File: src/frp_pkg.sv
`timescale 1ns / 1ps
`default_nettype none
// ----------------------------------------------------------------------------
// frp_pkg
// Shared types and character constants for the FASTA record parser.
// ----------------------------------------------------------------------------
package frp_pkg;

    // Character codes
    localparam logic [7:0] C_TAB   = 8'h09;
    localparam logic [7:0] C_LF    = 8'h0A;
    localparam logic [7:0] C_VT    = 8'h0B;
    localparam logic [7:0] C_FF    = 8'h0C;
    localparam logic [7:0] C_CR    = 8'h0D;
    localparam logic [7:0] C_SPACE = 8'h20;
    localparam logic [7:0] C_DASH  = 8'h2D;
    localparam logic [7:0] C_DOT   = 8'h2E;
    localparam logic [7:0] C_GT    = 8'h3E;
    localparam logic [7:0] C_UC_A  = 8'h41;
    localparam logic [7:0] C_UC_Z  = 8'h5A;
    localparam logic [7:0] C_LC_A  = 8'h61;
    localparam logic [7:0] C_LC_Z  = 8'h7A;

    // Input item kinds
    localparam logic IN_DATA = 1'b0;
    localparam logic IN_END  = 1'b1;

    // Configuration register indexes
    localparam int unsigned CFG_IDX_BITS = 2;
    localparam int unsigned CFG_DATA_BITS = 24;
    localparam logic [CFG_IDX_BITS-1:0] CFG_ALLOW_GAPS = 2'd0;
    localparam logic [CFG_IDX_BITS-1:0] CFG_TRUNCATE   = 2'd1;
    localparam logic [CFG_IDX_BITS-1:0] CFG_MIN_LENGTH = 2'd2;
    localparam logic [CFG_IDX_BITS-1:0] CFG_MAX_LENGTH = 2'd3;

    // Parser modes
    typedef enum logic [2:0] {
        M_FIRST = 3'd0,
        M_LABEL = 3'd1,
        M_SKIP  = 3'd2,
        M_SEQ   = 3'd3,
        M_ERROR = 3'd4
    } t_mode;

    // Result kinds
    typedef enum logic [1:0] {
        OK_LABEL = 2'd0,
        OK_SEQ   = 2'd1,
        OK_END   = 2'd2,
        OK_ERROR = 2'd3
    } t_out_kind;

    // Record verdicts
    typedef enum logic [1:0] {
        V_KEPT  = 2'd0,
        V_SHORT = 2'd1,
        V_LONG  = 2'd2
    } t_verdict;

    // Byte classes
    typedef struct packed {
        logic is_eol;
        logic is_letter;
        logic is_gap;
        logic is_hdr;
        logic is_ws;
        logic is_tab;
    } t_byte_class;

    // Result request from the parser control
    typedef struct packed {
        logic      valid;
        logic      close;
        t_out_kind kind;
        logic [7:0] data;
    } t_ctrl_res;

    // Record statistics as seen on the result
    typedef struct packed {
        t_verdict    verdict;
        logic [31:0] index;
        logic [31:0] short_count;
        logic [31:0] long_count;
        logic [23:0] shortest;
        logic [23:0] longest;
    } t_stats_view;

endpackage : frp_pkg
`default_nettype wire

File: src/frp_in_if.sv
`timescale 1ns / 1ps
`default_nettype none
// ----------------------------------------------------------------------------
// frp_in_if
// Input byte channel: valid/ready handshake with kind and data byte.
// ----------------------------------------------------------------------------
interface frp_in_if;
    logic       valid;
    logic       ready;
    logic       kind;
    logic [7:0] data_byte;

    modport source (output valid, output kind, output data_byte, input ready);
    modport sink   (input valid, input kind, input data_byte, output ready);
endinterface : frp_in_if
`default_nettype wire

File: src/frp_out_if.sv
`timescale 1ns / 1ps
`default_nettype none
// ----------------------------------------------------------------------------
// frp_out_if
// Result channel: valid/ready handshake with the parser result fields.
// ----------------------------------------------------------------------------
interface frp_out_if;
    logic        valid;
    logic        ready;
    logic [1:0]  out_kind;
    logic [7:0]  out_byte;
    logic [23:0] record_length;
    logic [1:0]  verdict;
    logic [31:0] record_index;
    logic        bad_byte_seen;
    logic [31:0] short_count;
    logic [31:0] long_count;
    logic [23:0] shortest_discarded;
    logic [23:0] longest_discarded;

    modport source (
        output valid, output out_kind, output out_byte, output record_length,
        output verdict, output record_index, output bad_byte_seen,
        output short_count, output long_count, output shortest_discarded,
        output longest_discarded, input ready
    );
    modport sink (
        input valid, input out_kind, input out_byte, input record_length,
        input verdict, input record_index, input bad_byte_seen,
        input short_count, input long_count, input shortest_discarded,
        input longest_discarded, output ready
    );
endinterface : frp_out_if
`default_nettype wire

File: src/frp_classify.sv
`timescale 1ns / 1ps
`default_nettype none
// ----------------------------------------------------------------------------
// frp_classify
// Sorts one byte into line end, letter, gap, header mark, whitespace and tab.
// ----------------------------------------------------------------------------
module frp_classify (
    input  wire logic [7:0]          i_byte,
    output frp_pkg::t_byte_class     o_class
);
    import frp_pkg::*;

    always_comb begin
        o_class.is_eol    = (i_byte == C_LF) || (i_byte == C_CR);
        o_class.is_letter = ((i_byte >= C_UC_A) && (i_byte <= C_UC_Z)) ||
                            ((i_byte >= C_LC_A) && (i_byte <= C_LC_Z));
        o_class.is_gap    = (i_byte == C_DASH) || (i_byte == C_DOT);
        o_class.is_hdr    = (i_byte == C_GT);
        o_class.is_ws     = (i_byte == C_SPACE) || (i_byte == C_TAB) ||
                            (i_byte == C_VT) || (i_byte == C_FF);
        o_class.is_tab    = (i_byte == C_TAB);
    end

endmodule : frp_classify
`default_nettype wire

File: src/frp_ctrl.sv
`timescale 1ns / 1ps
`default_nettype none
// ----------------------------------------------------------------------------
// frp_ctrl
// Parser state machine: mode, line-start flag, letter count and the sticky
// invalid-byte flag. Decides for each accepted item what result it causes.
// ----------------------------------------------------------------------------
module frp_ctrl #(
    parameter int unsigned LENGTH_BITS = 24
) (
    input  wire logic                   i_clk,
    input  wire logic                   i_rst_n,
    input  wire logic                   i_fire,
    input  wire logic                   i_kind,
    input  wire logic [7:0]             i_byte,
    input  wire logic                   i_allow_gaps,
    input  wire logic                   i_truncate,
    output frp_pkg::t_ctrl_res          o_res,
    output logic [LENGTH_BITS-1:0]      o_length,
    output logic                        o_bad
);
    import frp_pkg::*;

    localparam logic [LENGTH_BITS-1:0] LEN_ONE = {{(LENGTH_BITS-1){1'b0}}, 1'b1};

    t_mode                  r_mode, n_mode;
    logic                   r_prev_eol, n_prev_eol;
    logic [LENGTH_BITS-1:0] r_count, n_count;
    logic                   r_bad, n_bad;
    t_byte_class            w_class;

    frp_classify u_classify (
        .i_byte  (i_byte),
        .o_class (w_class)
    );

    // State registers
    always_ff @(posedge i_clk) begin
        if (!i_rst_n) begin
            r_mode     <= M_FIRST;
            r_prev_eol <= 1'b1;
            r_count    <= '0;
            r_bad      <= 1'b0;
        end else begin
            r_mode     <= n_mode;
            r_prev_eol <= n_prev_eol;
            r_count    <= n_count;
            r_bad      <= n_bad;
        end
    end

    // Next state and result request
    always_comb begin
        n_mode       = r_mode;
        n_prev_eol   = r_prev_eol;
        n_count      = r_count;
        n_bad        = r_bad;
        o_res.valid  = 1'b0;
        o_res.close  = 1'b0;
        o_res.kind   = OK_LABEL;
        o_res.data   = '0;

        if (i_fire) begin
            if (r_mode == M_ERROR) begin
                o_res.valid = 1'b1;
                o_res.kind  = OK_ERROR;
            end else if (i_kind == IN_END) begin
                // end of input closes an open record
                if (r_mode != M_FIRST) begin
                    o_res.valid = 1'b1;
                    o_res.close = 1'b1;
                    o_res.kind  = OK_END;
                    n_mode      = M_FIRST;
                    n_prev_eol  = 1'b1;
                    n_count     = '0;
                end
            end else begin
                unique case (r_mode)
                    M_FIRST: begin
                        if (w_class.is_hdr) begin
                            n_mode  = M_LABEL;
                            n_count = '0;
                        end else begin
                            n_mode      = M_ERROR;
                            o_res.valid = 1'b1;
                            o_res.kind  = OK_ERROR;
                        end
                    end
                    M_LABEL: begin
                        if (w_class.is_eol) begin
                            n_mode     = M_SEQ;
                            n_prev_eol = 1'b1;
                        end else if (i_truncate && w_class.is_ws) begin
                            n_mode = M_SKIP;
                        end else begin
                            o_res.valid = 1'b1;
                            o_res.kind  = OK_LABEL;
                            o_res.data  = (!i_truncate && w_class.is_tab) ? C_SPACE : i_byte;
                        end
                    end
                    M_SKIP: begin
                        if (w_class.is_eol) begin
                            n_mode     = M_SEQ;
                            n_prev_eol = 1'b1;
                        end
                    end
                    M_SEQ: begin
                        if (w_class.is_hdr && r_prev_eol) begin
                            // header mark at line start: close and open next
                            o_res.valid = 1'b1;
                            o_res.close = 1'b1;
                            o_res.kind  = OK_END;
                            n_mode      = M_LABEL;
                            n_prev_eol  = 1'b0;
                            n_count     = '0;
                        end else begin
                            n_prev_eol = w_class.is_eol;
                            if (w_class.is_letter || (w_class.is_gap && i_allow_gaps)) begin
                                if (r_count != '1) begin
                                    n_count = r_count + LEN_ONE;
                                end
                                o_res.valid = 1'b1;
                                o_res.kind  = OK_SEQ;
                                o_res.data  = i_byte;
                            end else if (!w_class.is_eol) begin
                                n_bad = 1'b1;
                            end
                        end
                    end
                    default: begin
                        n_mode = r_mode;
                    end
                endcase
            end
        end
    end

    assign o_length = r_count;
    assign o_bad    = n_bad;

    // The letter count is only non-zero inside sequence lines
    a_count_in_seq: assert property (@(posedge i_clk) disable iff (!i_rst_n)
        (r_count != '0) |-> (r_mode == M_SEQ))
        else $error("letter count non-zero outside sequence mode");

    // Error mode is never left without reset
    a_error_sticky: assert property (@(posedge i_clk) disable iff (!i_rst_n)
        (r_mode == M_ERROR) |=> (r_mode == M_ERROR))
        else $error("format error mode left");

    // Sticky flag never clears
    a_bad_sticky: assert property (@(posedge i_clk) disable iff (!i_rst_n)
        r_bad |=> r_bad)
        else $error("invalid-byte flag cleared");

endmodule : frp_ctrl
`default_nettype wire

File: src/frp_stats.sv
`timescale 1ns / 1ps
`default_nettype none
// ----------------------------------------------------------------------------
// frp_stats
// Record index, length verdict and running discard statistics, updated when
// a record closes.
// ----------------------------------------------------------------------------
module frp_stats #(
    parameter int unsigned LENGTH_BITS = 24
) (
    input  wire logic                   i_clk,
    input  wire logic                   i_rst_n,
    input  wire logic                   i_close,
    input  wire logic [LENGTH_BITS-1:0] i_length,
    input  wire logic [23:0]            i_min_length,
    input  wire logic [23:0]            i_max_length,
    output frp_pkg::t_stats_view        o_view
);
    import frp_pkg::*;

    logic [31:0]            r_records, n_records;
    logic [31:0]            r_short_total, n_short_total;
    logic [31:0]            r_long_total, n_long_total;
    logic [LENGTH_BITS-1:0] r_shortest, n_shortest;
    logic [LENGTH_BITS-1:0] r_longest, n_longest;
    logic [31:0]            w_len;
    logic                   w_too_short;
    logic                   w_too_long;
    t_verdict               w_verdict;

    // Length checks against the limits (zero max means unbounded)
    assign w_len       = 32'(i_length);
    assign w_too_short = w_len < 32'(i_min_length);
    assign w_too_long  = (i_max_length != '0) && (w_len > 32'(i_max_length));

    always_comb begin
        n_records     = r_records;
        n_short_total = r_short_total;
        n_long_total  = r_long_total;
        n_shortest    = r_shortest;
        n_longest     = r_longest;
        w_verdict     = V_KEPT;
        if (i_close) begin
            n_records = r_records + 32'd1;
            if (w_too_short) begin
                w_verdict = V_SHORT;
                if (r_short_total != '1) begin
                    n_short_total = r_short_total + 32'd1;
                end
                if ((r_shortest == '0) || (i_length < r_shortest)) begin
                    n_shortest = i_length;
                end
            end else if (w_too_long) begin
                w_verdict = V_LONG;
                if (r_long_total != '1) begin
                    n_long_total = r_long_total + 32'd1;
                end
                if ((r_longest == '0) || (i_length > r_longest)) begin
                    n_longest = i_length;
                end
            end
        end
    end

    always_ff @(posedge i_clk) begin
        if (!i_rst_n) begin
            r_records     <= '0;
            r_short_total <= '0;
            r_long_total  <= '0;
            r_shortest    <= '0;
            r_longest     <= '0;
        end else begin
            r_records     <= n_records;
            r_short_total <= n_short_total;
            r_long_total  <= n_long_total;
            r_shortest    <= n_shortest;
            r_longest     <= n_longest;
        end
    end

    // Index of the closing record, then the updated running values
    assign o_view.verdict     = w_verdict;
    assign o_view.index       = r_records;
    assign o_view.short_count = n_short_total;
    assign o_view.long_count  = n_long_total;
    assign o_view.shortest    = 24'(n_shortest);
    assign o_view.longest     = 24'(n_longest);

    a_short_mono: assert property (@(posedge i_clk) disable iff (!i_rst_n)
        $past(i_rst_n) |-> (r_short_total >= $past(r_short_total)))
        else $error("too-short total went down");

    a_shortest_has_count: assert property (@(posedge i_clk) disable iff (!i_rst_n)
        (r_shortest != '0) |-> (r_short_total != '0))
        else $error("shortest length set with no short record");

    a_longest_has_count: assert property (@(posedge i_clk) disable iff (!i_rst_n)
        (r_longest != '0) |-> (r_long_total != '0))
        else $error("longest length set with no long record");

endmodule : frp_stats
`default_nettype wire

File: src/fasta_record_parser.sv
`timescale 1ns / 1ps
`default_nettype none
// ----------------------------------------------------------------------------
// fasta_record_parser
// Parses a FASTA byte stream into label characters, sequence letters and
// record-end reports with length verdicts and discard statistics.
// ----------------------------------------------------------------------------
//  Channel   Direction  Handshake     Carries
//  i_in      in         valid/ready   kind, data_byte
//  o_out     out        valid/ready   result fields
//  i_cfg_*   in         write enable  register index, data
//
//  One item per cycle while o_out is not stalled; every item is decided in the
//  cycle it is accepted and its result, if any, appears in the output register in the next cycle.
//  i_in.ready is high whenever the output register is empty or being taken.
//  A stall on o_out holds the result and stops input only while it lasts.
//  Synchronous active-low reset clears mode, counters and configuration.
// ----------------------------------------------------------------------------
module fasta_record_parser #(
    parameter int unsigned LENGTH_BITS = 24
) (
    input  wire logic                                 i_clk,
    input  wire logic                                 i_rst_n,
    frp_in_if.sink                                    i_in,
    frp_out_if.source                                 o_out,
    input  wire logic                                 i_cfg_we,
    input  wire logic [frp_pkg::CFG_IDX_BITS-1:0]     i_cfg_index,
    input  wire logic [frp_pkg::CFG_DATA_BITS-1:0]    i_cfg_data
);
    import frp_pkg::*;

    logic                   r_allow_gaps;
    logic                   r_truncate;
    logic [23:0]            r_min_length;
    logic [23:0]            r_max_length;

    logic                   w_ready;
    logic                   w_fire;
    t_ctrl_res              w_res;
    logic [LENGTH_BITS-1:0] w_length;
    logic                   w_bad;
    t_stats_view            w_view;

    logic                   r_out_valid;
    t_out_kind              r_kind;
    logic [7:0]             r_byte;
    logic [23:0]            r_length;
    t_verdict               r_verdict;
    logic [31:0]            r_index;
    logic                   r_bad;
    logic [31:0]            r_short_count;
    logic [31:0]            r_long_count;
    logic [23:0]            r_shortest;
    logic [23:0]            r_longest;

    // Configuration registers
    always_ff @(posedge i_clk) begin
        if (!i_rst_n) begin
            r_allow_gaps <= 1'b0;
            r_truncate   <= 1'b0;
            r_min_length <= '0;
            r_max_length <= '0;
        end else if (i_cfg_we) begin
            unique case (i_cfg_index)
                CFG_ALLOW_GAPS: r_allow_gaps <= i_cfg_data[0];
                CFG_TRUNCATE:   r_truncate   <= i_cfg_data[0];
                CFG_MIN_LENGTH: r_min_length <= i_cfg_data[23:0];
                CFG_MAX_LENGTH: r_max_length <= i_cfg_data[23:0];
                default: ;
            endcase
        end
    end

    // Input handshake
    assign w_ready    = !r_out_valid || o_out.ready;
    assign w_fire     = i_in.valid && w_ready;
    assign i_in.ready = w_ready;

    frp_ctrl #(
        .LENGTH_BITS (LENGTH_BITS)
    ) u_ctrl (
        .i_clk        (i_clk),
        .i_rst_n      (i_rst_n),
        .i_fire       (w_fire),
        .i_kind       (i_in.kind),
        .i_byte       (i_in.data_byte),
        .i_allow_gaps (r_allow_gaps),
        .i_truncate   (r_truncate),
        .o_res        (w_res),
        .o_length     (w_length),
        .o_bad        (w_bad)
    );

    frp_stats #(
        .LENGTH_BITS (LENGTH_BITS)
    ) u_stats (
        .i_clk        (i_clk),
        .i_rst_n      (i_rst_n),
        .i_close      (w_res.close),
        .i_length     (w_length),
        .i_min_length (r_min_length),
        .i_max_length (r_max_length),
        .o_view       (w_view)
    );

    // Output valid
    always_ff @(posedge i_clk) begin
        if (!i_rst_n) begin
            r_out_valid <= 1'b0;
        end else if (w_fire && w_res.valid) begin
            r_out_valid <= 1'b1;
        end else if (o_out.ready) begin
            r_out_valid <= 1'b0;
        end
    end

    // Output payload; record fields only for a record end
    always_ff @(posedge i_clk) begin
        if (w_fire && w_res.valid) begin
            r_kind        <= w_res.kind;
            r_byte        <= w_res.data;
            r_length      <= w_res.close ? 24'(w_length) : '0;
            r_verdict     <= w_res.close ? w_view.verdict : V_KEPT;
            r_index       <= w_res.close ? w_view.index : '0;
            r_bad         <= w_bad;
            r_short_count <= w_view.short_count;
            r_long_count  <= w_view.long_count;
            r_shortest    <= w_view.shortest;
            r_longest     <= w_view.longest;
        end
    end

    assign o_out.valid              = r_out_valid;
    assign o_out.out_kind           = r_kind;
    assign o_out.out_byte           = r_byte;
    assign o_out.record_length      = r_length;
    assign o_out.verdict            = r_verdict;
    assign o_out.record_index       = r_index;
    assign o_out.bad_byte_seen      = r_bad;
    assign o_out.short_count        = r_short_count;
    assign o_out.long_count         = r_long_count;
    assign o_out.shortest_discarded = r_shortest;
    assign o_out.longest_discarded  = r_longest;

    a_verdict_on_end: assert property (@(posedge i_clk) disable iff (!i_rst_n)
        (r_out_valid && (r_verdict != V_KEPT)) |-> (r_kind == OK_END))
        else $error("discard verdict on a result that is not a record end");

    a_byte_only_chars: assert property (@(posedge i_clk) disable iff (!i_rst_n)
        (r_out_valid && ((r_kind == OK_END) || (r_kind == OK_ERROR))) |-> (r_byte == '0))
        else $error("character on a record end or error result");

    a_no_accept_when_full: assert property (@(posedge i_clk) disable iff (!i_rst_n)
        (r_out_valid && !o_out.ready) |-> !w_fire)
        else $error("item accepted while a result is stalled");

endmodule : fasta_record_parser
`default_nettype wire

File: src/flat_wrapper.sv
// flat-port wrapper written by rule: the top's interface ports become plain ports
module fasta_record_parser_flat import frp_pkg::*;
#(
    parameter int unsigned LENGTH_BITS = 24
)
  (i_clk, i_rst_n, i_cfg_we, i_cfg_index, i_cfg_data, i_in_valid, i_in_kind, i_in_data_byte, i_in_ready, o_out_valid, o_out_out_kind, o_out_out_byte, o_out_record_length, o_out_verdict, o_out_record_index, o_out_bad_byte_seen, o_out_short_count, o_out_long_count, o_out_shortest_discarded, o_out_longest_discarded, o_out_ready);
  frp_in_if i_in_i ();
  frp_out_if o_out_i ();
  input  wire logic i_clk;
  input  wire logic i_rst_n;
  input  wire logic i_cfg_we;
  input  wire logic [frp_pkg::CFG_IDX_BITS-1:0] i_cfg_index;
  input  wire logic [frp_pkg::CFG_DATA_BITS-1:0] i_cfg_data;
  input wire logic [$bits(i_in_i.valid)-1:0] i_in_valid;
  input wire logic [$bits(i_in_i.kind)-1:0] i_in_kind;
  input wire logic [$bits(i_in_i.data_byte)-1:0] i_in_data_byte;
  output wire logic [$bits(i_in_i.ready)-1:0] i_in_ready;
  output wire logic [$bits(o_out_i.valid)-1:0] o_out_valid;
  output wire logic [$bits(o_out_i.out_kind)-1:0] o_out_out_kind;
  output wire logic [$bits(o_out_i.out_byte)-1:0] o_out_out_byte;
  output wire logic [$bits(o_out_i.record_length)-1:0] o_out_record_length;
  output wire logic [$bits(o_out_i.verdict)-1:0] o_out_verdict;
  output wire logic [$bits(o_out_i.record_index)-1:0] o_out_record_index;
  output wire logic [$bits(o_out_i.bad_byte_seen)-1:0] o_out_bad_byte_seen;
  output wire logic [$bits(o_out_i.short_count)-1:0] o_out_short_count;
  output wire logic [$bits(o_out_i.long_count)-1:0] o_out_long_count;
  output wire logic [$bits(o_out_i.shortest_discarded)-1:0] o_out_shortest_discarded;
  output wire logic [$bits(o_out_i.longest_discarded)-1:0] o_out_longest_discarded;
  input wire logic [$bits(o_out_i.ready)-1:0] o_out_ready;
  assign i_in_i.valid = i_in_valid;
  assign i_in_i.kind = i_in_kind;
  assign i_in_i.data_byte = i_in_data_byte;
  assign i_in_ready = i_in_i.ready;
  assign o_out_valid = o_out_i.valid;
  assign o_out_out_kind = o_out_i.out_kind;
  assign o_out_out_byte = o_out_i.out_byte;
  assign o_out_record_length = o_out_i.record_length;
  assign o_out_verdict = o_out_i.verdict;
  assign o_out_record_index = o_out_i.record_index;
  assign o_out_bad_byte_seen = o_out_i.bad_byte_seen;
  assign o_out_short_count = o_out_i.short_count;
  assign o_out_long_count = o_out_i.long_count;
  assign o_out_shortest_discarded = o_out_i.shortest_discarded;
  assign o_out_longest_discarded = o_out_i.longest_discarded;
  assign o_out_i.ready = o_out_ready;
  fasta_record_parser #(.LENGTH_BITS(LENGTH_BITS)) u_core (.i_clk(i_clk), .i_rst_n(i_rst_n), .i_in(i_in_i), .o_out(o_out_i), .i_cfg_we(i_cfg_we), .i_cfg_index(i_cfg_index), .i_cfg_data(i_cfg_data));
endmodule
File: config.mk
export PLATFORM = sky130hd
export DESIGN_NAME = fasta_record_parser_flat
export DESIGN_NICKNAME = d
export VERILOG_FILES = /design/src/frp_pkg.sv /design/src/frp_in_if.sv /design/src/frp_out_if.sv /design/src/frp_classify.sv /design/src/frp_ctrl.sv /design/src/frp_stats.sv /design/src/fasta_record_parser.sv /design/src/flat_wrapper.sv
export SDC_FILE = /design/constraint.sdc
export NUM_CORES = 1
export LEC_CHECK = 0
export BUFFER_PORTS_ARGS = -buffer_cell sky130_fd_sc_hd__buf_2
export CORE_AREA = 10 10 224 226
export DETAILED_ROUTE_END_ITERATION = 8
export DIE_AREA = 0 0 234 236
export PLACE_DENSITY = 0.62
export SLEW_MARGIN = 20
export SYNTH_ARGS = -nofsm -noshare
export SYNTH_HDL_FRONTEND = slang
export SYNTH_SLANG_ARGS = --single-unit
export TNS_END_PERCENT = 20
File: constraint.sdc
create_clock -name i_clk -period 12.79 [get_ports i_clk]
set_input_delay 2.558 -clock i_clk [delete_from_list [all_inputs] [get_ports i_clk]]
set_output_delay 2.558 -clock i_clk [all_outputs]
set_load 0.1 [all_outputs]
==> results by group, run 1 <==
Outcome
  • Outcome: complete, no violations

Timing
  • Slew HR: 23.3%
  • Fin Clk Skew: 0.0181 ns
  • Min Tclk post-route: 5.94 ns
  • Period utilisation layout: 46.4%
  • Slew @ Worst Pin: 1.14 ns
  • Pins Over Slew Limit: 0
  • Final Hold Viols: 0
  • Final setup vio count: 0
  • RSZ-0062 raised after global routing: no
  • Final setup TNS: 0 ns
  • Fmax: 0.168 GHz

Synth
  • Mapped Cells: 1,827
  • Multiplexer share of the synthesized area: 5.45%
  • Avg Inst Size Synth: 10.4 um2
  • Yosys warnings: 0
  • Ys flop type: dfxtp_1
  • EDFF count, synth: 181
  • Synth Area in Simple Gates: 21.0%
  • Flops & latches, synth: 405
  • Post-Syn Nets: 1,965
  • Adder-Cell Fraction of Synth Area: 6.44%
  • Sequential fraction of the synthesis area: 52.1%
  • Post-synthesis xor/xnor area fraction: 5.20%
  • Area of the mapped netlist: 19,000 um2
  • Distinct cells, synth: 76
  • Largest family of logic cells by synthesized area: simple AND/OR/NAND/NOR gates
  • Synth Area in Compound Gates: 5.99%
  • Ys async rst share: 0%

Global routing
  • Gr ovfl total: 0
  • Most Crowded Layer GR: met2
  • Grt met3 use: 3.82%
  • Antenna violations before repair: 10
  • First-pass GRT wire length: 75,100 um
  • Met1 usage: 21.4%
  • Vias in the first global route: 13,400
  • Largest net degree at the start of global routing: 107
  • Grt met2 use: 28.8%
  • GRT Overall Usage: 17.1%

Finish
  • Sequential Area: 9920 um2
  • Commonest non-fill, non-tap cells in the layout: dfxtp_1, buf_2, nand2_1
  • Nets: 2,171
  • Fillcell total: 4,310
  • Synth-to-layout area growth: 16.6%
  • Final Non-Filler Cells: 2,676
  • Commonest non-fill, non-tap cell in the layout: dfxtp_1
  • Multi-input combinational cell area: 8420 um2
  • Layout cells sized above 1: 18.2%

CTS
  • CTS max path bufs: 3
  • Clock transition at path regs: 0.06 ns
  • Post-CTS Resized: 0
  • CTS tree: done
  • Clock sinks: 405
  • H-Tree Level Count: 2
  • Total CTS buffers: 43
  • Root Buffer: clkbuf_16
  • Setup Fix Bufs, Post-CTS: 0
  • CTS hold repair buffers: 0
  • Clk Latency, worst-skew pair: 0.57 ns

Drt
  • DR vias: 13,800
  • Vias per cell: 5.14
  • DRC errors left: 0
  • ANT nets after route: 0
  • DR pass1 iterations: 4
  • Avg WL per Cell: 18.1 um
  • DRT Wirelength: 48,500 um
  • Starting DRT DRC Count: 853

Worst setup path
  • Crit Path Category: input pin to output pin
  • RR Endpoint: u_core.u_stats.r_longest[19]$_SDFF_PN0_
  • Crit end category: output pin
  • Worst r2r src: u_core.u_ctrl.o_length[22]$_SDFFE_PN0P_
  • CP max FO: 5
  • R2r worst-path depth: 9
  • Crit path arrival time: 3.38 ns
  • Flop2flop setup slack: 8.52 ns
  • Req. time, crit path: 10.23 ns
  • Crit start category: input pin

Floorplanning
  • Full die area: 55,200 um2
  • DIE WIDTH: 234 um
  • Num ports: 223
  • Cell Rows: 79
  • Die Y: 236 um
  • Core box area: 45,900 um2
  • Initial core utilization: 41.5%

Place
  • Placed insts: 2,595
  • Post-DP HPWL: 35,000 um
  • Gpl congestion: 0.883
  • PortBufs: 222

Min path
  • Critical hold path startpoint: u_core.r_min_length[21]$_SDFFE_PN0P_
  • Worst hold path class: flop to flop
  • Hold EP: u_core.r_min_length[21]$_SDFFE_PN0P_
  • Hold-critical path depth: 2

Power and ir drop
  • PD cells: 134 nW/um2
  • Net Sw Frac: 26.0%
  • Flop pwr share: 46.8%
  • Clock power frac: 43.2%
  • Logic gate share of total power: 10.0%
  • Switching power: 776 uW
  • Lkg Pwr: 9.11 nW
  • Pint: 2.21 mW
  • Maximum VDD drop: 0.0805 mV

Run
  • Max Cap Viol: 0
## sequential cells by signal, indices dropped and copies added, names as in the netlist, 32 cells and up
name and cells:
u_core.u_stats.r_short_total 32, u_core.u_stats.r_records 32, u_core.u_stats.r_long_total 32, u_core.o_out.record_index 32, u_core.o_out.short_count 32, u_core.o_out.long_count 32
## cell type report
class / count / share of cell area (%)
tap: 607 / 3.42
inverter: 109 / 1.84
timing repair buffer: 234 / 5.42
sequential: 405 / 44.7
clock buffer: 60 / 5.78
antenna: 2 / 0.0225
clock inverter: 19 / 0.891
multi-input combinational: 1240 / 37.9
## kinds of logic (layout without fill, tap and decap cells)
family	after synthesis	count (layout)
buffers and inverters	182	422
XOR/XNOR	113	113
AND/OR/NAND/NOR	756	756
adder cells (fa/ha/maj)	98	98
flip-flops	405	405
multiplexers	97	97
AO/OA/AOI/OAI	176	176
other	0	2
## power groups by stage
stage / Combinational, mW / Clock, mW / Sequential [mW]
2_1_floorplan: 0.0731 / 0 / 1.59
3_3_place_gp: 0.297 / 0 / 1.42
3_5_place_dp: 0.299 / 0 / 1.42
4_1_cts: 0.300 / 1.32 / 1.40
5_1_grt: 0.312 / 1.37 / 1.40
6_report: 0.297 / 1.29 / 1.39
## stage by stage
step | worst slack, ns | cell area, um2 | util [%] | hold WS (ns) | total power, mW
floorplan | 0.757 | 19000 | - | 0.432 | 1.67
CTS | 6.86 | 22200 | 48.4 | 0.456 | 3.02
finish | 6.85 | 22200 | 48.4 | 0.457 | 2.98
global route | 6.85 | 22200 | 48.4 | 0.475 | 3.08
detailed placement | 6.75 | 20700 | 45.2 | 0.448 | 1.72
global placement | 6.85 | 20700 | 45.2 | 0.442 | 1.72
## worst max-delay path by stage
stage / startpoint / endpoint
global route: o_out_ready / i_in_ready
CTS: o_out_ready / i_in_ready
global placement: i_in_data_byte[0] / u_core.o_out.short_count[24]$_DFFE_PP_
detailed placement: i_in_data_byte[0] / u_core.o_out.short_count[24]$_DFFE_PP_
finish: o_out_ready / i_in_ready
floorplan: o_out_ready / u_core.o_out.bad_byte_seen$_DFFE_PP_
## metal layers
layer | vias up | wire (um)
met5 | - | 86
met4 | 12 | 1050
met3 | 81 | 2370
met2 | 238 | 23700
met1 | 6625 | 21200
li1 | 6802 | -
## synthesized netlist by cell type (4+ instances only)
cell | count | share of area [%]
edfxtp_1 | 181 | 29
and4_1 | 17 | 0.78
a21o_1 | 9 | 0.35
nor3_1 | 30 | 0.79
and3_1 | 24 | 0.79
o21ai_0 | 26 | 0.68
mux2_2 | 43 | 2.5
inv_1 | 109 | 2.1
nor2_1 | 106 | 2.1
nor4_1 | 27 | 0.89
and2_1 | 133 | 4.4
a21oi_1 | 80 | 2.1
xnor2_1 | 64 | 2.9
o211ai_1 | 12 | 0.47
nand3_1 | 63 | 1.7
nand2_1 | 204 | 4.0
nor3b_1 | 10 | 0.39
mux2i_1 | 47 | 2.5
nand4_1 | 46 | 1.5
ha_1 | 98 | 6.4
buf_6 | 5 | 0.30
dfxtp_1 | 224 | 24
nand2b_1 | 51 | 1.7
or4_1 | 5 | 0.20
a211oi_1 | 6 | 0.24
mux2_1 | 6 | 0.35
xor2_1 | 49 | 2.3
o21a_1 | 4 | 0.16
or3_1 | 7 | 0.23
buf_2 | 8 | 0.21
clkbuf_1 | 57 | 1.1
nor2b_1 | 8 | 0.26
## critical path, cell delays in order
cell and delay (ns):
buf_2 0.07, nand2b_1 0.26, buf_2 0.49
Power figures use the tool's default switching activity.
==> inputs of run 2 (changes only) <==
- clock period: 12.79 -> 5.7 ns (I/O delays scaled with it)
==> run 2 against run 1 <==
  * Final area is 0.25% higher
  * Final cell count is 0.64% higher
  * Routed wire length is 1.9% higher
  * Sequential power is 130% higher
  * Setup slack worse by 5.1 ns
  * Largest power group unchanged
  * Clock-buffer cell count stayed put
  * Via count is 1.3% higher
  * First-iteration DRC count is 17% higher
  * Register-to-register slack worse by 6.8 ns
  * Global-route usage is 0.59 points higher
  * Clock power is 120% higher
  * Critical path type is now flop to flop
==> results by group, run 2 (synthesis gave the netlist of run 1 again) <==
Global routing
  • Vias in the first global route: 13,800
  • GRT Overall Usage: 17.7%
  • Gr ovfl total: 0
  • First-pass GRT wire length: 78,000 um
  • Largest net degree at the start of global routing: 107
  • Antenna violations before repair: 10

Min path
  • Hold EP: u_core.r_min_length[11]$_SDFFE_PN0P_
  • Worst hold path class: flop to flop
  • Hold-critical path depth: 2
  • Critical hold path startpoint: u_core.r_min_length[11]$_SDFFE_PN0P_

Floorplanning
  • DIE WIDTH: 234 um
  • Core box area: 45,900 um2
  • Cell Rows: 79
  • Full die area: 55,200 um2
  • Initial core utilization: 41.5%
  • Num ports: 223
  • Die Y: 236 um

Power and ir drop
  • Lkg Pwr: 9.14 nW
  • PD cells: 297 nW/um2
  • Maximum VDD drop: 0.194 mV

Outcome
  • Outcome: complete, no violations

Place
  • Post-DP HPWL: 35,800 um
  • Gpl congestion: 0.903
  • PortBufs: 222
  • Setup slack at placement: 1.46 ns

Timing
  • Fmax: 0.253 GHz
  • Final Hold Viols: 0
  • Period utilisation layout: 69.4%
  • Slew HR: 31.1%
  • Final setup vio count: 0
  • Pins Over Slew Limit: 0
  • Fin Clk Skew: 0.0218 ns
  • Final WS setup: 1.74 ns
  • Min Tclk post-route: 3.96 ns
  • RSZ-0062 raised after global routing: no
  • Slew @ Worst Pin: 1.03 ns
  • Final setup TNS: 0 ns

Finish
  • Commonest non-fill, non-tap cell in the layout: dfxtp_1
  • Synth-to-layout area growth: 16.9%
  • Multi-input combinational cell area: 8420 um2
  • Layout cells sized above 1: 18.6%
  • Sequential Area: 9920 um2
  • Fillcell total: 4,251
  • Nets: 2,183
  • Commonest non-fill, non-tap cells in the layout: dfxtp_1, buf_2, nand2_1

Worst setup path
  • Req. time, crit path: 6.15 ns
  • Crit path arrival time: 4.41 ns
  • R2r worst-path depth: 9
  • Crit start category: flop
  • CP max FO: 13
  • Worst r2r src: u_core.u_ctrl.o_length[7]$_SDFFE_PN0P_
  • Crit end category: flop
  • Flop2flop setup slack: 1.74 ns
  • RR Endpoint: u_core.u_stats.r_shortest[2]$_SDFF_PN0_
  • Crit Path Category: flop to flop

CTS
  • Clk Latency, worst-skew pair: 0.58 ns
  • CTS max path bufs: 3
  • CTS tree: done
  • CTS hold repair buffers: 0
  • Clock transition at path regs: 0.06 ns
  • H-Tree Level Count: 2
  • Post-CTS Resized: 0
  • Clock sinks: 405
  • Setup Fix Bufs, Post-CTS: 0
  • Root Buffer: clkbuf_16
  • Total CTS buffers: 44

Drt
  • DRC errors left: 0
  • ANT nets after route: 0
  • DRT Wirelength: 49,400 um
  • DR vias: 13,900
  • Vias per cell: 5.17
  • DR pass1 iterations: 5
  • Avg WL per Cell: 18.3 um
  • Starting DRT DRC Count: 996

Run
  • Max Cap Viol: 0
## run 2: cell count changes in the layout (fill, tap and decap cells not counted), sizes merged
cell / delta
buf: +11
diode: +3
bufinv: -2
clkinv: +2
inv: +2
clkinvlp: +1
## run 2: layer usage
metal / global-route usage (%) / up-vias / part of all wire (%)
li1: - / 6834 / -
met1: 22.3 / 6676 / 43
met2: 29.2 / 318 / 48
met3: 3.99 / 98 / 5.6
met4: 5.87 / 10 / 2.7
met5: 0 / - / 0.16
## run 2: through the flow
| step | utilization (%) | hold WS [ns] | total power, mW | instances | area (um2) |
|---|---|---|---|---|---|
| after floorplan | - | 0.432 | 3.72 | 1827 | 19000 |
| after global placement | 45.4 | 0.436 | 3.86 | 2606 | 20800 |
| after detailed placement | 45.4 | 0.449 | 3.86 | 2606 | 20800 |
| after CTS | 48.5 | 0.457 | 6.69 | 2688 | 22200 |
| after global routing | 48.5 | 0.475 | 6.83 | 2692 | 22300 |
| final | 48.5 | 0.456 | 6.60 | 2693 | 22300 |
## run 2: worst max path at each step
stage,end,startpoint,slack (ns)
4_1_cts,u_core.u_stats.r_shortest[6]$_SDFF_PN0_,u_core.u_ctrl.o_length[7]$_SDFFE_PN0P_,1.73
6_report,u_core.u_stats.r_shortest[2]$_SDFF_PN0_,u_core.u_ctrl.o_length[7]$_SDFFE_PN0P_,1.74
2_1_floorplan,u_core.o_out.bad_byte_seen$_DFFE_PP_,o_out_ready,0.13
3_5_place_dp,u_core.o_out.short_count[18]$_DFFE_PP_,i_in_data_byte[0],1.46
5_1_grt,u_core.u_stats.r_shortest[8]$_SDFF_PN0_,u_core.u_ctrl.o_length[7]$_SDFFE_PN0P_,1.45
3_3_place_gp,u_core.o_out.short_count[18]$_DFFE_PP_,i_in_data_byte[0],1.57
## run 2: cell type report
class / count / share of cell area (%)
antenna: 5 / 0.0562
inverter: 109 / 1.84
multi-input combinational: 1240 / 37.9
clock buffer: 60 / 5.63
sequential: 405 / 44.6
clock inverter: 22 / 0.793
tap: 607 / 3.41
timing repair buffer: 245 / 5.84
## run 2: where the power goes
part / internal [mW] / total [mW] / switching, mW
combinational: 0.0992 / 0.666 / 0.567
sequential: 3.10 / 3.13 / 0.0304
clock: 1.64 / 2.80 / 1.17
total: 4.84 / 6.60 / 1.76
## run 2: worst max-delay path, cell delays in order (launching register included)
cell	delay, ns
dfxtp_1	0.70
ha_1	0.35
a21o_1	0.18
a221oi_1	0.30
o211ai_1	0.18
nor2_2	0.50
nand4_1	0.71
buf_4	0.46
mux2_2	0.30
and2_1	0.15
==> inputs of run 3 (changes only) <==
- clock period: 5.7 -> 3.75 ns (I/O delays scaled with it)
==> run 3 against run 2 <==
  * Combinational power grew 58%
  * Critical path depth is the same
  * Sequential power grew 52%
  * Global-route usage shrank 0.60 points
  * First-iteration DRC count shrank 5.2%
  * Core utilization grew 0.62 points
  * Setup slack lost 1.4 ns
  * Largest cell class unchanged
==> results by group, run 3 (synthesis gave the netlist of run 1 again) <==
CTS
  • CTS tree: done
  • CTS max path bufs: 3
  • Root Buffer: clkbuf_16
  • H-Tree Level Count: 2
  • Total CTS buffers: 44
  • Clock transition at path regs: 0.06 ns
  • Clk Latency, worst-skew pair: 0.56 ns
  • CTS hold repair buffers: 0
  • Clock sinks: 405
  • Post-CTS Resized: 0
  • Setup Fix Bufs, Post-CTS: 0

Worst setup path
  • Slowest cell on the critical path: or4_1
  • Worst r2r src: u_core.u_ctrl.o_length[15]$_SDFFE_PN0P_
  • Flop2flop setup slack: 0.38 ns
  • Crit path max-delay family: simple AND/OR/NAND/NOR gates
  • CP max FO: 8
  • Crit path arrival time: 3.68 ns
  • Buffers plus inverters on the worst setup path: 0
  • Origin of the worst setup path: u_core.u_ctrl.o_length[15]$_SDFFE_PN0P_
  • Worst stage delay on the critical path: 0.68 ns
  • Crit start category: flop
  • Critical path, cell by cell: ha_1 > a211oi_1 > o21ai_0 > o221ai_1 > o211ai_1 > or4_1 > nor2_1 > nand3_1 > xnor2_1
  • Crit Path Category: flop to flop
  • Crit end category: flop
  • Req. time, crit path: 4.05 ns

Power and ir drop
  • Clock power frac: 42.2%
  • Switching power: 2.67 mW
  • Lkg Pwr: 9.31 nW
  • Flop pwr share: 47.4%
  • Overall power: 10.0 mW
  • PD cells: 445 nW/um2
  • Logic gate share of total power: 10.4%
  • Maximum VDD drop: 0.259 mV
  • Net Sw Frac: 26.6%
  • Pint: 7.37 mW

Drt
  • Starting DRT DRC Count: 944
  • DR vias: 13,800
  • DRT Wirelength: 47,900 um
  • Vias per cell: 5.09
  • Avg WL per Cell: 17.6 um
  • DR pass1 iterations: 8
  • DRC errors left: 0
  • ANT nets after route: 0

Finish
  • Nets: 2,215
  • Final Non-Filler Cells: 2,719
  • Fillcell total: 4,235
  • Synth-to-layout area growth: 18.4%
  • Core Util, Final: 49.1%
  • Commonest non-fill, non-tap cells in the layout: dfxtp_1, buf_2, nand2_1
  • Commonest non-fill, non-tap cell in the layout: dfxtp_1
  • Multi-input combinational cell area: 8430 um2
  • Sequential Area: 9920 um2
  • Layout cells sized above 1: 19.6%

Global routing
  • Vias in the first global route: 13,700
  • First-pass GRT wire length: 75,700 um
  • GRT Overall Usage: 17.1%
  • Largest net degree at the start of global routing: 91
  • Gr ovfl total: 0
  • Antenna violations before repair: 5

Place
  • Gpl congestion: 0.875
  • Placed insts: 2,638
  • Post-DP HPWL: 35,300 um
  • Setup slack at placement: 0.238 ns
  • PortBufs: 222

Timing
  • Final WS setup: 0.377 ns
  • Slew HR: 34.0%
  • Final setup vio count: 0
  • Slew @ Worst Pin: 0.980 ns
  • Final Hold Viols: 0
  • Fin Clk Skew: 0.0130 ns
  • Pins Over Slew Limit: 0
  • RSZ-0062 raised after global routing: no
  • Min Tclk post-route: 3.37 ns
  • Fmax: 0.296 GHz
  • Period utilisation layout: 89.9%

Floorplanning
  • DIE WIDTH: 234 um
  • Core box area: 45,900 um2
  • Cell Rows: 79
  • Full die area: 55,200 um2
  • Initial core utilization: 41.5%
  • Die Y: 236 um
  • Num ports: 223

Min path
  • Worst hold path class: input pin to flop
  • Critical hold path startpoint: i_cfg_data[13]

Run
  • Max Cap Viol: 0

Outcome
  • Outcome: complete, no violations
## run 3: changes by cell type in the layout (fill, tap and decap cells not counted), moves of 3 or more
cell and change:
buf_4 +26, clkbuf_1 +3, buf_12 +6, diode_2 -4, clkinv_2 -7, clkinv_1 +5
## run 3: per-layer routing
| layer | track usage, % | share of wire, % | up-vias |
|---|---|---|---|
| li1 | - | - | 6902 |
| met1 | 22.7 | 46 | 6542 |
| met2 | 27.1 | 45 | 308 |
| met3 | 2.93 | 5.2 | 91 |
| met4 | 6.61 | 3.4 | 6 |
| met5 | 0 | 0.054 | - |
## run 3: area by class of cell
| class | count | area share (%) |
|---|---|---|
| sequential | 405 | 44.0 |
| antenna | 1 | 0.0111 |
| clock buffer | 61 | 5.44 |
| tap | 607 | 3.37 |
| inverter | 109 | 1.82 |
| multi-input combinational | 1240 | 37.4 |
| clock inverter | 19 | 0.766 |
| timing repair buffer | 277 | 7.16 |
## run 3: worst reg2reg max path, stage by stage (launching register included)
cell and delay, ns:
dfxtp_1 0.54, ha_1 0.33, a211oi_1 0.26, o21ai_0 0.12
o221ai_1 0.22, o211ai_1 0.19, or4_1 0.68, nor2_1 0.42
nand3_1 0.20, xnor2_1 0.16
## run 3: final timing paths
kind | endpoint | cells past startpoint
max reg2reg | u_core.o_out.short_count[23]$_DFFE_PP_ | 9
min reg2reg | u_core.r_min_length[10]$_SDFFE_PN0P_ | 2
max | u_core.o_out.short_count[23]$_DFFE_PP_ | 9
min | u_core.r_min_length[13]$_SDFFE_PN0P_ | 3
## run 3: per-stage QoR
stage,area [um2],hold slack (ns),TNS [ns]
floorplan,19100,0.432,-232.09
global placement,21100,0.443,0
detailed placement,21100,0.449,0
CTS,22500,0.405,0
global route,22500,0.427,0
finish,22500,0.434,0
## run 3: power by group through the flow
| stage | clock network (mW) | registers [mW] | logic, mW |
|---|---|---|---|
| after CTS | 4.35 | 4.76 | 1.06 |
| final | 4.24 | 4.76 | 1.05 |
| after global routing | 4.52 | 4.76 | 1.10 |
| after floorplan | 0 | 5.41 | 0.254 |
| after global placement | 0 | 4.85 | 1.05 |
| after detailed placement | 0 | 4.85 | 1.06 |
